[src/rtl/core/rf2f32_pkg.sv]
// ----------------------------------------------------------------------------
// Reduced float to FP32 package
// Format codes and result constants shared by the converter modules.
// ----------------------------------------------------------------------------
package rf2f32_pkg;

  typedef enum logic [1:0] {
    FMT_E4M3 = 2'd0,
    FMT_E5M2 = 2'd1,
    FMT_FP16 = 2'd2,
    FMT_BF16 = 2'd3
  } fmt_e;

  localparam logic [30:0] QNAN_MAG = 31'h7FC00000;
  localparam logic [30:0] INF_MAG  = 31'h7F800000;

endpackage

[src/rtl/core/rf2f32_decode.sv]
// ----------------------------------------------------------------------------
// Reduced float decoder
// Combinational conversion of one raw word to a binary32 bit pattern.
// ----------------------------------------------------------------------------
module rf2f32_decode (
  input  logic [15:0]       raw_i,
  input  rf2f32_pkg::fmt_e  fmt_i,
  output logic [31:0]       single_o
);

  logic       sign;
  logic [7:0] e;
  logic [9:0] m;
  logic [3:0] mb;
  logic [7:0] bias;
  logic       e_ones;
  logic       m_ones;
  logic [3:0] p;
  logic [9:0] frac_n;
  logic signed [9:0] biased;

  // Field extraction per format.
  always_comb begin
    sign = 1'b0; e = '0; m = '0; mb = 4'd0; bias = 8'd0; e_ones = 1'b0; m_ones = 1'b0;
    unique case (fmt_i)
      rf2f32_pkg::FMT_E4M3: begin
        sign = raw_i[7]; e = {4'd0, raw_i[6:3]}; m = {7'd0, raw_i[2:0]};
        mb = 4'd3; bias = 8'd7; e_ones = &raw_i[6:3]; m_ones = &raw_i[2:0];
      end
      rf2f32_pkg::FMT_E5M2: begin
        sign = raw_i[7]; e = {3'd0, raw_i[6:2]}; m = {8'd0, raw_i[1:0]};
        mb = 4'd2; bias = 8'd15; e_ones = &raw_i[6:2]; m_ones = &raw_i[1:0];
      end
      rf2f32_pkg::FMT_FP16: begin
        sign = raw_i[15]; e = {3'd0, raw_i[14:10]}; m = raw_i[9:0];
        mb = 4'd10; bias = 8'd15; e_ones = &raw_i[14:10]; m_ones = &raw_i[9:0];
      end
      default: begin
        sign = raw_i[15]; e = raw_i[14:7]; m = {3'd0, raw_i[6:0]};
        mb = 4'd7; bias = 8'd127; e_ones = &raw_i[14:7]; m_ones = &raw_i[6:0];
      end
    endcase
  end

  // Leading one position of the mantissa, for subnormal normalization.
  always_comb begin
    p = 4'd0;
    for (int i = 0; i < 10; i++) begin
      if (m[i]) p = 4'(i);
    end
  end

  // Assemble the binary32 word.
  always_comb begin
    frac_n = m & ~(10'd1 << p);
    biased = 10'sd0;
    single_o = {sign, 31'd0};
    if (fmt_i == rf2f32_pkg::FMT_E4M3 && e_ones && m_ones) begin
      single_o = {sign, rf2f32_pkg::QNAN_MAG};
    end else if (fmt_i != rf2f32_pkg::FMT_E4M3 && e_ones) begin
      single_o = {sign, (m != '0) ? rf2f32_pkg::QNAN_MAG : rf2f32_pkg::INF_MAG};
    end else if (e == '0) begin
      if (m != '0) begin
        if (fmt_i == rf2f32_pkg::FMT_BF16) begin
          // BF16 subnormals stay subnormal in binary32.
          single_o = {sign, 8'd0, m[6:0], 16'd0};
        end else begin
          biased = 10'sd128 + $signed({6'd0, p}) - $signed({2'd0, bias})
                   - $signed({6'd0, mb});
          single_o = {sign, biased[7:0], 23'({frac_n, 23'd0} >> p)};
        end
      end
    end else begin
      biased = $signed({2'd0, e}) - $signed({2'd0, bias}) + 10'sd127;
      single_o = {sign, biased[7:0], 23'({13'd0, m} << (5'd23 - 5'(mb)))};
    end
  end

endmodule

[src/rtl/core/reduced_float_to_fp32.sv]
// ----------------------------------------------------------------------------
// Reduced float to FP32 converter
// Converts FP8 E4M3, FP8 E5M2, FP16 or BF16 words to binary32.
// ----------------------------------------------------------------------------
// One transaction a cycle: the raw word is registered at start, decoded by a
// single level of combinational logic and the result is registered; done_o
// follows start through vin_q and vout_q, alongside raw_q and single_q. busy
// is always low and the receiver cannot stall; results are valid only while
// done_o is high.
module reduced_float_to_fp32 (
  input  logic        clk_i,
  input  logic        rst_ni,
  input  logic        start,
  output logic        busy,
  input  logic        cfg_we_i,
  input  logic [1:0]  cfg_wdata_i,
  input  logic [15:0] raw_bits_i,
  output logic        done_o,
  output logic [31:0] single_bits_o
);

  rf2f32_pkg::fmt_e fmt_q;
  logic [15:0] raw_q;
  logic        vin_q, vout_q;
  logic [31:0] single_d, single_q;

  assign busy = 1'b0;

  // Format register.
  always_ff @(posedge clk_i or negedge rst_ni) begin
    if (!rst_ni) fmt_q <= rf2f32_pkg::FMT_E4M3;
    else if (cfg_we_i) fmt_q <= rf2f32_pkg::fmt_e'(cfg_wdata_i);
  end

  // Valid pipeline.
  always_ff @(posedge clk_i or negedge rst_ni) begin
    if (!rst_ni) begin
      vin_q  <= 1'b0;
      vout_q <= 1'b0;
    end else begin
      vin_q  <= start;
      vout_q <= vin_q;
    end
  end

  // Payload registers.
  always_ff @(posedge clk_i) begin
    if (start) raw_q <= raw_bits_i;
    if (vin_q) single_q <= single_d;
  end

  rf2f32_decode u_dec (
    .raw_i    (raw_q),
    .fmt_i    (fmt_q),
    .single_o (single_d)
  );

  assign done_o        = vout_q;
  assign single_bits_o = single_q;

  // Each accepted transaction yields a result on done_o through vin_q and vout_q.
  assert property (@(posedge clk_i) disable iff (!rst_ni) start |=> ##1 done_o)
    else $error("missing result");
  assert property (@(posedge clk_i) disable iff (!rst_ni) done_o |-> $past(start, 2))
    else $error("spurious result");

endmodule
[config.mk]
export PLATFORM = sky130hd
export DESIGN_NAME = reduced_float_to_fp32
export DESIGN_NICKNAME = d
export VERILOG_FILES = /design/src/rtl/core/rf2f32_pkg.sv /design/src/rtl/core/rf2f32_decode.sv /design/src/rtl/core/reduced_float_to_fp32.sv
export SDC_FILE = /design/constraint.sdc
export NUM_CORES = 1
export LEC_CHECK = 0
export BUFFER_PORTS_ARGS = -buffer_cell sky130_fd_sc_hd__buf_2
export CAP_MARGIN = 10
export CORE_MARGIN = 2
export CORE_UTILIZATION = 25
export CTS_BUF_LIST = sky130_fd_sc_hd__clkbuf_8
export DETAILED_ROUTE_END_ITERATION = 6
export SETUP_SLACK_MARGIN = 0.2
export SYNTH_ARGS = -nofsm -noshare
export SYNTH_HDL_FRONTEND = slang
export SYNTH_SLANG_ARGS = --single-unit
[constraint.sdc]
create_clock -name clk_i -period 3.7 [get_ports clk_i]
set_clock_uncertainty 0.05 [all_clocks]
set_input_delay 0.185 -clock clk_i [delete_from_list [all_inputs] [get_ports clk_i]]
set_output_delay 0.185 -clock clk_i [all_outputs]
set_load 0.02 [all_outputs]
==> impl_results.html, run 1 <==
<table>
<tr><th>Metric</th><th>Value</th></tr>
<tr><th colspan="2">Floorplan</th></tr>
<tr><td>Area of the core</td><td>around 14,000 µm²</td></tr>
<tr><td>Number of top-level pins</td><td>between 50 and 60</td></tr>
<tr><td>Starting density of the core</td><td>about 25%</td></tr>
<tr><td>Die footprint</td><td>14,940 µm²</td></tr>
<tr><td>Rows</td><td>between 40 and 50</td></tr>
<tr><td>Die Width</td><td>roughly 120 µm</td></tr>
<tr><td>Chip Height</td><td>122.2 µm</td></tr>
<tr><th colspan="2">Clock tree</th></tr>
<tr><td>Root cell of the clock tree</td><td>sky130_fd_sc_hd__clkbuf_8</td></tr>
<tr><td>Clock sink count</td><td>between 50 and 60</td></tr>
<tr><td>Number of buffers added for setup after CTS</td><td>0</td></tr>
<tr><td>CTS tree</td><td>built</td></tr>
<tr><td>TritonCTS buffer count</td><td>5</td></tr>
<tr><td>Max H-tree Level</td><td>2</td></tr>
<tr><td>Maximum clock path buffer count</td><td>2</td></tr>
<tr><td>Clock input transition at the sequential cells of the worst setup and hold paths</td><td>0.10 ns</td></tr>
<tr><td>Clk_lat worst skew</td><td>around 0.32 ns</td></tr>
<tr><th colspan="2">Setup path</th></tr>
<tr><td>Start point of the critical path</td><td>fmt_q[0]$_DFFE_PN0P_</td></tr>
<tr><td>Critical path data arrival time</td><td>3.27 ns</td></tr>
<tr><td>Highest net fanout along the worst path</td><td>15</td></tr>
<tr><td>FF-to-FF path depth</td><td>13</td></tr>
<tr><td>Type of element capturing the critical path</td><td>flop</td></tr>
<tr><td>Startpoint of the most critical register-to-register path</td><td>fmt_q[0]$_DFFE_PN0P_</td></tr>
<tr><td>Kind of start point of the critical path</td><td>flop</td></tr>
<tr><td>Worst Path Class, Setup</td><td>reg -&gt; reg</td></tr>
<tr><td>Required time of the critical path</td><td>roughly 3.9 ns</td></tr>
<tr><th colspan="2">Logic synthesis</th></tr>
<tr><td>Xor/xnor cell area share of the yosys netlist</td><td>~1.8%</td></tr>
<tr><td>Post-synthesis simple-gate area fraction</td><td>around 17%</td></tr>
<tr><td>Largest family of logic cells by synthesized area</td><td>compound AO/OA/AOI/OAI gates</td></tr>
<tr><td>Mean cell area of the mapped netlist</td><td>9.816 µm²</td></tr>
<tr><td>Gate Count Post-Synth</td><td>356</td></tr>
<tr><td>Main flop type after synthesis</td><td>sky130_fd_sc_hd__edfxtp_1</td></tr>
<tr><td>Ys Warns</td><td>0</td></tr>
<tr><td>Proportion of register bits with asynchronous set or reset after synthesis</td><td>around 7.7%</td></tr>
<tr><td>Unique cell type count in the Yosys netlist</td><td>66</td></tr>
<tr><td>EDFF count, synth</td><td>48</td></tr>
<tr><td>Arithmetic-cell share of the synthesized area counting full adders, half adders and majority gates</td><td>~5%</td></tr>
<tr><td>Fraction of the mapped netlist area in compound gates</td><td>a little over a fifth</td></tr>
<tr><td>Cell area after synthesis</td><td>around 3500 µm²</td></tr>
<tr><td>Post-synthesis sequential area ratio</td><td>between 40% and 50%</td></tr>
<tr><td>Flip-flop and latch count after synthesis</td><td>52</td></tr>
<tr><td>Multiplexer share of the synthesized area</td><td>under 10%</td></tr>
<tr><th colspan="2">Hold path</th></tr>
<tr><td>Hold Path Origin</td><td>cfg_wdata_i[0]</td></tr>
<tr><td>Hold Crit Depth</td><td>3</td></tr>
<tr><td>Kind of path behind the tightest hold check</td><td>in -&gt; reg</td></tr>
<tr><th colspan="2">Flow run</th></tr>
<tr><td>Max-cap check violation count</td><td>0</td></tr>
<tr><th colspan="2">Placed design</th></tr>
<tr><td>Cell total after placement</td><td>slightly below 600</td></tr>
<tr><td>Quantity of I/O buffers inserted on ports</td><td>between 50 and 60</td></tr>
<tr><td>Final HPWL from detailed placement</td><td>between 7000 and 8000 µm</td></tr>
<tr><td>Worst setup slack before clock tree synthesis</td><td>0.5405 ns</td></tr>
<tr><td>Final Wtd Congestion</td><td>around 0.94</td></tr>
<tr><th colspan="2">Power</th></tr>
<tr><td>Worst IR drop on VDD</td><td>around 180 µV</td></tr>
<tr><td>Lkg Pwr</td><td>about 0.0017 µW</td></tr>
<tr><td>Total power per unit cell area</td><td>418.3 nW/µm²</td></tr>
<tr><th colspan="2">Layout</th></tr>
<tr><td>Final-stage net count</td><td>464</td></tr>
<tr><td>Ant. Diodes</td><td>0</td></tr>
<tr><td>Area of combinational cells with multiple inputs</td><td>1793 µm²</td></tr>
<tr><td>Final instance count without filler cells</td><td>slightly above 600</td></tr>
<tr><td>Fraction of final layout cells with drive strength greater than 1</td><td>21.21%</td></tr>
<tr><td>Leading cell type in the layout, fill and taps excluded</td><td>sky130_fd_sc_hd__buf_2</td></tr>
<tr><td>Reg area</td><td>around 1500 µm²</td></tr>
<tr><td>Highest-count cells in the layout ignoring fill and taps</td><td>sky130_fd_sc_hd__buf_2 (54), sky130_fd_sc_hd__edfxtp_1 (48), sky130_fd_sc_hd__nand2_1 (42), sky130_fd_sc_hd__nor2_1 (20)</td></tr>
<tr><td>Fillers</td><td>1,484</td></tr>
<tr><td>Layout overhead on the synthesized area</td><td>22.13%</td></tr>
<tr><th colspan="2">Global route</th></tr>
<tr><td>Pin count of the biggest net entering global routing</td><td>33</td></tr>
<tr><td>Number of global-route vias before repair</td><td>approximately 3,000</td></tr>
<tr><td>Aggregate global routing overflow</td><td>0</td></tr>
<tr><td>Wire length of the first global-routing pass</td><td>between 15,000 and 20,000 µm</td></tr>
<tr><td>Global Route Usage Sum</td><td>between 10% and 20%</td></tr>
<tr><td>Antenna violations before repair</td><td>0</td></tr>
<tr><th colspan="2">STA</th></tr>
<tr><td>Max-slew violations</td><td>0</td></tr>
<tr><td>Slew of the pin with the lowest slew margin</td><td>approximately 0.71 ns</td></tr>
<tr><td>Total negative setup slack</td><td>0 ns</td></tr>
<tr><td>Max frequency</td><td>0.3209 GHz</td></tr>
<tr><td>Slew headroom</td><td>a little over half</td></tr>
<tr><td>RSZ-0062 raised after global routing</td><td>false</td></tr>
<tr><td>Min setup slack post-route</td><td>0.5835 ns</td></tr>
<tr><td>Tcrit/Tclk final</td><td>between 80% and 90%</td></tr>
<tr><td>Total count of hold-check failures in the final report</td><td>0</td></tr>
<tr><td>Final setup violation count</td><td>0</td></tr>
<tr><td>Final min period</td><td>~3.1 ns</td></tr>
<tr><th colspan="2">Detailed routing</th></tr>
<tr><td>Pre-antenna DRT Iters</td><td>5</td></tr>
<tr><td>WL per Instance</td><td>17.13 µm</td></tr>
<tr><td>First DRT Iteration DRCs</td><td>a little under 200</td></tr>
<tr><td>Via density</td><td>5.123</td></tr>
<tr><td>Number of nets with antenna violations after routing</td><td>0</td></tr>
<tr><td>DR DRC count</td><td>0</td></tr>
<tr><td>Final WL</td><td>between 10,000 and 15,000 µm</td></tr>
<tr><td>Via count</td><td>roughly 3,100</td></tr>
<tr><th colspan="2">Run status</th></tr>
<tr><td>Result of the run</td><td>finished clean</td></tr>
</table>
[per-layer routing]
layer / share of wire [%] / track usage, %
met1: 47 / 19.94
met5: 0 / 0
met4: 2.1 / 5.819
met3: 6.7 / 2.835
met2: 44 / 22.50
[worst paths after layout]
kind	to	slack, ns
worst max-delay path	single_bits_o[29]$_SDFFCE_PP1P_	0.58
worst min-delay path	fmt_q[0]$_DFFE_PN0P_	0.03
worst max register to register	single_bits_o[29]$_SDFFCE_PP1P_	0.58
worst min register to register	single_bits_o[31]$_DFFE_PP_	0.47
max in group asynchronous	vin_q$_DFF_PN0_	3.36
min in group asynchronous	done_o$_DFF_PN0_	0.13
[timing repair]
action,in CTS,in global routing
endpoints found under the setup margin,0,1
resized for setup,0,1
hold buffers,17,0
hold endpoints to repair,20,0
[cell families after synthesis]
kind of cell,count (synthesis)
AND/OR/NAND/NOR,121
AO/OA/AOI/OAI,106
multiplexers,14
other,1
XOR/XNOR,7
buffers and inverters,41
adder cells (fa/ha/maj),14
flip-flops,52
[cell usage after synthesis, types with 6 or more instances]
cell | n | share of area (%)
sky130_fd_sc_hd__a21oi_1 | 17 | 2.4
sky130_fd_sc_hd__buf_2 | 11 | 1.6
sky130_fd_sc_hd__clkbuf_1 | 12 | 1.3
sky130_fd_sc_hd__edfxtp_1 | 48 | 41
sky130_fd_sc_hd__ha_1 | 14 | 5.0
sky130_fd_sc_hd__inv_1 | 12 | 1.3
sky130_fd_sc_hd__mux2_2 | 6 | 1.9
sky130_fd_sc_hd__mux2i_1 | 8 | 2.3
sky130_fd_sc_hd__nand2_1 | 42 | 4.5
sky130_fd_sc_hd__nand3_1 | 10 | 1.4
sky130_fd_sc_hd__nor2_1 | 20 | 2.1
sky130_fd_sc_hd__nor2b_1 | 10 | 1.8
sky130_fd_sc_hd__nor3_1 | 12 | 1.7
sky130_fd_sc_hd__o211ai_1 | 7 | 1.5
sky130_fd_sc_hd__o21a_1 | 7 | 1.5
sky130_fd_sc_hd__o21ai_0 | 13 | 1.9
sky130_fd_sc_hd__o22ai_1 | 8 | 1.4
[layout make-up]
cell class	count	area share, %
Timing Repair Buffer	85	12.78
Clock inverter	3	0.9968
Sequential cell	52	36.12
Inverter	13	1.202
Multi-Input combinational cell	271	42.01
Clock buffer	5	1.612
Tap cell	180	5.277
[critical path: stages, from the launching register on]
cell and delay [ns]:
sky130_fd_sc_hd__dfrtp_1 0.43, sky130_fd_sc_hd__inv_1 0.17, sky130_fd_sc_hd__ha_2 0.37, sky130_fd_sc_hd__buf_4 0.25, sky130_fd_sc_hd__nor2_1 0.10, sky130_fd_sc_hd__o21ai_1 0.21
sky130_fd_sc_hd__nand2_1 0.11, sky130_fd_sc_hd__inv_1 0.09, sky130_fd_sc_hd__ha_1 0.15, sky130_fd_sc_hd__ha_1 0.26, sky130_fd_sc_hd__nand2_1 0.09, sky130_fd_sc_hd__o21bai_1 0.08
sky130_fd_sc_hd__a2111oi_0 0.48, sky130_fd_sc_hd__a211o_1 0.16
[metrics by stage]
| step | total power, µW | util (%) | area, µm² | hold WS (ns) |
|---|---|---|---|---|
| floorplan | 1193 | - | 3525 | -0.1606 |
| global placement | 1383 | 28.92 | 3984 | -0.05451 |
| detailed placement | 1382 | 28.92 | 3984 | -0.05749 |
| CTS | 1802 | 30.97 | 4265 | 0.02045 |
| global route | 1890 | 30.99 | 4268 | 0.03763 |
| finish | 1785 | 30.99 | 4268 | 0.03343 |
[report_power, final]
part | leakage [µW] | internal [µW] | switching [µW]
registers | 0.000524 | 713 | 49.2
logic | 0.00109 | 248 | 379
clock network | 0.0000558 | 200 | 196
[flip-flops by register name (all words and copies together) (netlist names)]
name and cells:
done_o 1, fmt_q 2, raw_q 16, single_bits_o 32
vin_q 1
No activity file was read; power rests on OpenSTA's default activity.
==> inputs of run 2 (changes only) <==
ABC_AREA = 1   (was not set)
clock period = 2.7 ns   (was 3.7 ns; I/O delays follow)
==> run 2 against run 1 <==
Effect of this change:
- synthesized cell count grew 6.5%
- flip-flop and latch count is the same
- global-route usage shrank 0.80 points
- utilization grew 8.1 points
- critical path depth grew 1
- hold slack lost 0.025 ns
- synthesized area shrank 6.0%
- first-iteration DRC count shrank 26%
- worst setup slack lost 0.45 ns
==> impl_results.html, run 2 <==
<table>
<tr><th>Metric</th><th>Value</th></tr>
<tr><th colspan="2">Logic synthesis</th></tr>
<tr><td>EDFF count, synth</td><td>48 (unchanged)</td></tr>
<tr><td>Main area contributors after synthesis</td><td>sky130_fd_sc_hd__edfxtp_1 (44%), sky130_fd_sc_hd__nand2_1 (9.8%), sky130_fd_sc_hd__ha_1 (5.3%) (was sky130_fd_sc_hd__edfxtp_1 (41%), sky130_fd_sc_hd__ha_1 (5.0%), sky130_fd_sc_hd__nand2_1 (4.5%))</td></tr>
<tr><td>Flip-flop and latch count after synthesis</td><td>52 (unchanged)</td></tr>
<tr><td>Post-synthesis sequential area ratio</td><td>46.93% (was 44.11%)</td></tr>
<tr><td>Most frequent cells after synthesis</td><td>sky130_fd_sc_hd__nand2_1 (86), sky130_fd_sc_hd__edfxtp_1 (48), sky130_fd_sc_hd__inv_1 (39), sky130_fd_sc_hd__a21oi_1 (30), sky130_fd_sc_hd__o21ai_0 (30) (was sky130_fd_sc_hd__edfxtp_1 (48), sky130_fd_sc_hd__nand2_1 (42), sky130_fd_sc_hd__nor2_1 (20), sky130_fd_sc_hd__a21oi_1 (17), sky130_fd_sc_hd__ha_1 (14))</td></tr>
<tr><td>Mean cell area of the mapped netlist</td><td>8.666 µm² (was 9.816 µm²)</td></tr>
<tr><td>Cell with the most instances after synthesis</td><td>sky130_fd_sc_hd__nand2_1 (was sky130_fd_sc_hd__edfxtp_1)</td></tr>
<tr><td>Proportion of register bits with asynchronous set or reset after synthesis</td><td>7.692% (unchanged)</td></tr>
<tr><td>Post-synth top area cell</td><td>sky130_fd_sc_hd__edfxtp_1 (unchanged)</td></tr>
<tr><td>Unique cell type count in the Yosys netlist</td><td>44 (was 66)</td></tr>
<tr><td>Main flop type after synthesis</td><td>sky130_fd_sc_hd__edfxtp_1 (unchanged)</td></tr>
<tr><td>Ys Warns</td><td>0 (unchanged)</td></tr>
<tr><td>Cell area after synthesis</td><td>3284 µm² (was 3495 µm²)</td></tr>
<tr><td>Top cell type's share of synthesized area</td><td>43.89% (was 41.25%)</td></tr>
<tr><td>Gate Count Post-Synth</td><td>379 (was 356)</td></tr>
<tr><th colspan="2">Clock tree</th></tr>
<tr><td>Clock input transition at the sequential cells of the worst setup and hold paths</td><td>0.09 ns (was 0.10 ns)</td></tr>
<tr><td>Clk_lat worst skew</td><td>0.32 ns (about the same)</td></tr>
<tr><td>TritonCTS buffer count</td><td>5 (unchanged)</td></tr>
<tr><td>Root cell of the clock tree</td><td>sky130_fd_sc_hd__clkbuf_8 (unchanged)</td></tr>
<tr><td>Max H-tree Level</td><td>2 (unchanged)</td></tr>
<tr><td>Clock sink count</td><td>52 (unchanged)</td></tr>
<tr><td>CTS tree</td><td>built (unchanged)</td></tr>
<tr><td>Maximum clock path buffer count</td><td>2 (unchanged)</td></tr>
<tr><th colspan="2">Layout</th></tr>
<tr><td>Fillers</td><td>1,324 (was 1,484)</td></tr>
<tr><td>Summed area of non-filler cells in the final layout</td><td>4969 µm² (was 4268 µm²)</td></tr>
<tr><td>Leading cell type in the layout, fill and taps excluded</td><td>sky130_fd_sc_hd__nand2_1 (was sky130_fd_sc_hd__buf_2)</td></tr>
<tr><td>Highest-count cells in the layout ignoring fill and taps</td><td>sky130_fd_sc_hd__nand2_1 (71), sky130_fd_sc_hd__buf_2 (54), sky130_fd_sc_hd__buf_4 (53), sky130_fd_sc_hd__edfxtp_1 (48), sky130_fd_sc_hd__inv_1 (27) (was sky130_fd_sc_hd__buf_2 (54), sky130_fd_sc_hd__edfxtp_1 (48), sky130_fd_sc_hd__nand2_1 (42), sky130_fd_sc_hd__nor2_1 (20))</td></tr>
<tr><td>Layout overhead on the synthesized area</td><td>51.28% (was 22.13%)</td></tr>
<tr><td>Flip-flop count of the largest register after layout</td><td>32 (unchanged)</td></tr>
<tr><td>Ant. Diodes</td><td>0 (unchanged)</td></tr>
<tr><td>Final-stage net count</td><td>552 (was 464)</td></tr>
<tr><td>Final instance count without filler cells</td><td>689 (was 609)</td></tr>
<tr><td>Fraction of final layout cells with drive strength greater than 1</td><td>43.33% (was 21.21%)</td></tr>
<tr><th colspan="2">Setup path</th></tr>
<tr><td>Delay of the slowest critical-path stage</td><td>0.38 ns (was 0.48 ns)</td></tr>
<tr><td>Critical path's most frequent cell</td><td>sky130_fd_sc_hd__ha_4</td></tr>
<tr><td>Worst Path Class, Setup</td><td>reg -&gt; reg (unchanged)</td></tr>
<tr><td>Highest net fanout along the worst path</td><td>6 (was 15)</td></tr>
<tr><td>Required time of the critical path</td><td>2.73 ns (was 3.85 ns)</td></tr>
<tr><td>Type of element capturing the critical path</td><td>flop (unchanged)</td></tr>
<tr><td>Cells traversed along the worst timing path</td><td>buf_6 &gt; inv_8 &gt; ha_4 &gt; nand2_1 &gt; inv_1 &gt; nor2_4 &gt; inv_2 &gt; nor2_4 &gt; ha_4 &gt; ha_4 &gt; buf_4 &gt; a21oi_2 &gt; xor2_1 &gt; o21ai_1 (was inv_1 &gt; ha_2 &gt; buf_4 &gt; nor2_1 &gt; o21ai_1 &gt; nand2_1 &gt; inv_1 &gt; ha_1 &gt; ha_1 &gt; nand2_1 &gt; o21bai_1 &gt; a2111oi_0 &gt; a211o_1)</td></tr>
<tr><td>Critical path data arrival time</td><td>2.60 ns (was 3.27 ns)</td></tr>
<tr><td>Kind of start point of the critical path</td><td>flop (unchanged)</td></tr>
<tr><td>Top Family by Delay on Critical Path</td><td>adder cells (was compound AO/OA/AOI/OAI gates)</td></tr>
<tr><td>Cell type of the slowest stage on the worst timing path</td><td>sky130_fd_sc_hd__dfrtp_1 (was sky130_fd_sc_hd__a2111oi_0)</td></tr>
<tr><td>Count of buffer and inverter cells on the critical path</td><td>5 (was 3)</td></tr>
<tr><th colspan="2">Detailed routing</th></tr>
<tr><td>Final WL</td><td>9861 µm (was 10,430 µm)</td></tr>
<tr><td>Via count</td><td>3,172 (was 3,120)</td></tr>
<tr><td>Number of nets with antenna violations after routing</td><td>0 (unchanged)</td></tr>
<tr><td>Pre-antenna DRT Iters</td><td>5 (unchanged)</td></tr>
<tr><td>DR DRC count</td><td>0 (unchanged)</td></tr>
<tr><td>WL per Instance</td><td>14.31 µm (was 17.13 µm)</td></tr>
<tr><td>First DRT Iteration DRCs</td><td>145 (was 195)</td></tr>
<tr><td>Via density</td><td>4.604 (was 5.123)</td></tr>
<tr><th colspan="2">Global route</th></tr>
<tr><td>Aggregate global routing overflow</td><td>0 (unchanged)</td></tr>
<tr><td>Antenna violations before repair</td><td>0 (unchanged)</td></tr>
<tr><td>Wire length of the first global-routing pass</td><td>15,320 µm (was 16,590 µm)</td></tr>
<tr><td>Pin count of the biggest net entering global routing</td><td>33 (unchanged)</td></tr>
<tr><td>Number of global-route vias before repair</td><td>3,043 (was 2,985)</td></tr>
<tr><td>Global Route Usage Sum</td><td>13.74% (was 14.54%)</td></tr>
<tr><th colspan="2">STA</th></tr>
<tr><td>Hold slack final</td><td>0.008518 ns (was 0.03343 ns)</td></tr>
<tr><td>Total count of hold-check failures in the final report</td><td>0 (unchanged)</td></tr>
<tr><td>Max frequency</td><td>0.3890 GHz (was 0.3209 GHz)</td></tr>
<tr><td>Tcrit/Tclk final</td><td>95.21% (was 84.23%)</td></tr>
<tr><td>Slew of the pin with the lowest slew margin</td><td>0.5510 ns (was 0.7051 ns)</td></tr>
<tr><td>Final setup violation count</td><td>0 (unchanged)</td></tr>
<tr><td>Slew headroom</td><td>62.88% (was 52.99%)</td></tr>
<tr><td>Final min period</td><td>2.571 ns (was 3.116 ns)</td></tr>
<tr><td>Max-slew violations</td><td>0 (unchanged)</td></tr>
<tr><td>RSZ-0062 raised after global routing</td><td>true (was false)</td></tr>
<tr><th colspan="2">Floorplan</th></tr>
<tr><td>Die Width</td><td>118.6 µm (was 122.2 µm)</td></tr>
<tr><td>Rows</td><td>41 (was 43)</td></tr>
<tr><td>Starting density of the core</td><td>25.82% (was 25.37%)</td></tr>
<tr><td>Chip Height</td><td>118.6 µm (was 122.2 µm)</td></tr>
<tr><td>Number of top-level pins</td><td>56 (unchanged)</td></tr>
<tr><td>Die footprint</td><td>14,070 µm² (was 14,940 µm²)</td></tr>
<tr><td>Area of the core</td><td>12,720 µm² (was 13,770 µm²)</td></tr>
<tr><th colspan="2">Placed design</th></tr>
<tr><td>Final HPWL from detailed placement</td><td>7124 µm (was 7806 µm)</td></tr>
<tr><td>Final Wtd Congestion</td><td>0.9395 (was 0.9406)</td></tr>
<tr><td>Quantity of I/O buffers inserted on ports</td><td>54 (unchanged)</td></tr>
<tr><td>Cell Area, Placed</td><td>4001 µm² (was 3984 µm²)</td></tr>
<tr><td>Cell total after placement</td><td>629 (was 584)</td></tr>
<tr><th colspan="2">Flow run</th></tr>
<tr><td>Max-cap check violation count</td><td>0 (unchanged)</td></tr>
<tr><th colspan="2">Power</th></tr>
<tr><td>Total power per unit cell area</td><td>557.1 nW/µm² (was 418.3 nW/µm²)</td></tr>
<tr><td>Total design power</td><td>2768 µW (was 1785 µW)</td></tr>
<tr><td>Lkg Pwr</td><td>0.002107 µW (was 0.001672 µW)</td></tr>
<tr><td>Worst IR drop on VDD</td><td>368.5 µV (was 181.4 µV)</td></tr>
<tr><th colspan="2">Run status</th></tr>
<tr><td>Result of the run</td><td>finished clean (unchanged)</td></tr>
<tr><th colspan="2">Hold path</th></tr>
<tr><td>Kind of path behind the tightest hold check</td><td>in -&gt; reg (unchanged)</td></tr>
</table>
==> run 2: changes by cell type after synthesis, moves of 6 or more <==
| cell | previous run | this run |
|---|---|---|
| sky130_fd_sc_hd__inv_1 | 12 | 39 |
| sky130_fd_sc_hd__clkbuf_1 | 12 | 4 |
| sky130_fd_sc_hd__nor2b_1 | 10 | 0 |
| sky130_fd_sc_hd__buf_2 | 11 | 3 |
| sky130_fd_sc_hd__nand3_1 | 10 | 24 |
| sky130_fd_sc_hd__o21ai_0 | 13 | 30 |
| sky130_fd_sc_hd__o21a_1 | 7 | 0 |
| sky130_fd_sc_hd__nand2_1 | 42 | 86 |
| sky130_fd_sc_hd__mux2i_1 | 8 | 2 |
| sky130_fd_sc_hd__mux2_2 | 6 | 0 |
| sky130_fd_sc_hd__a21oi_1 | 17 | 30 |
==> run 2: final cells by class <==
| class | instances | area, µm² | share of cell area, % |
|---|---|---|---|
| inverter | 43 | 195.2 | 3.928 |
| sequential | 52 | 1541 | 31.02 |
| tap | 172 | 215.2 | 4.331 |
| clock inverter | 3 | 15.01 | 0.3022 |
| timing repair buffer | 135 | 975.9 | 19.64 |
| multi-input combinational | 279 | 1957 | 39.39 |
| clock buffer | 5 | 68.82 | 1.385 |
==> run 2: kinds of logic after synthesis <==
kind of cell               Yosys count  synth area share [%]
and+or+nand+nor                    158                 22.02
AOI/OAI and AO/OA                   91                 16.08
buffers and inverters               56                 7.580
DFF                                 52                 46.93
adders and majority gates           14                 5.333
xor gates and xnor gates             5                 1.334
muxes                                2                0.6095
other                                1                0.1142
==> run 2: where the power goes <==
group	switching [µW]	total, µW	internal (µW)
clock	250	427	176
combinational	762	1320	560
sequential	40.1	1020	979
total	1050	2770	1720
==> run 2: routing by layer <==
layer	vias to the layer above	GRT usage [%]	wire (µm)
met5	-	0	0
met4	0	3.199	121
met3	14	2.654	538
met1	1472	18.72	4572
li1	1572	-	-
met2	114	22.45	4629
==> run 2: metrics by stage <==
step	setup WS, ns	utilization, %	TNS (ns)
global placement	0.06836	31.45	0
detailed placement	-0.004333	31.45	-0.004333
finish	0.1293	39.05	0
global route	0.02136	39.05	0
CTS	0.1240	35.61	0
floorplan	0.1181	-	0
==> run 2: worst paths after layout <==
path                                 startpoint                               to  slack [ns]  depth (start not counted)
setup / recovery           fmt_q[0]$_DFFE_PN0P_  single_bits_o[27]$_SDFFCE_PP1P_        0.13                         14
hold / removal                         cfg_we_i             fmt_q[1]$_DFFE_PN0P_       0.009                          2
setup reg to reg           fmt_q[0]$_DFFE_PN0P_  single_bits_o[27]$_SDFFCE_PP1P_        0.13                         14
hold reg to reg                 vin_q$_DFF_PN0_      single_bits_o[31]$_DFFE_PP_        0.44                          0
max in group asynchronous                rst_ni             fmt_q[1]$_DFFE_PN0P_        2.39                          2
min in group asynchronous                rst_ni                 done_o$_DFF_PN0_        0.09                          2
==> run 2: repair_timing <==
item / 4_1_cts / 5_1_grt
hold buffers: 20 / 0
endpoints found under the setup margin: 23 / 23
endpoints found under the hold margin: 22 / 0
buffers inserted: 13 / 19
gates resized for setup: 36 / 73
pin swaps: 19 / 39
gates cloned: 0 / 0
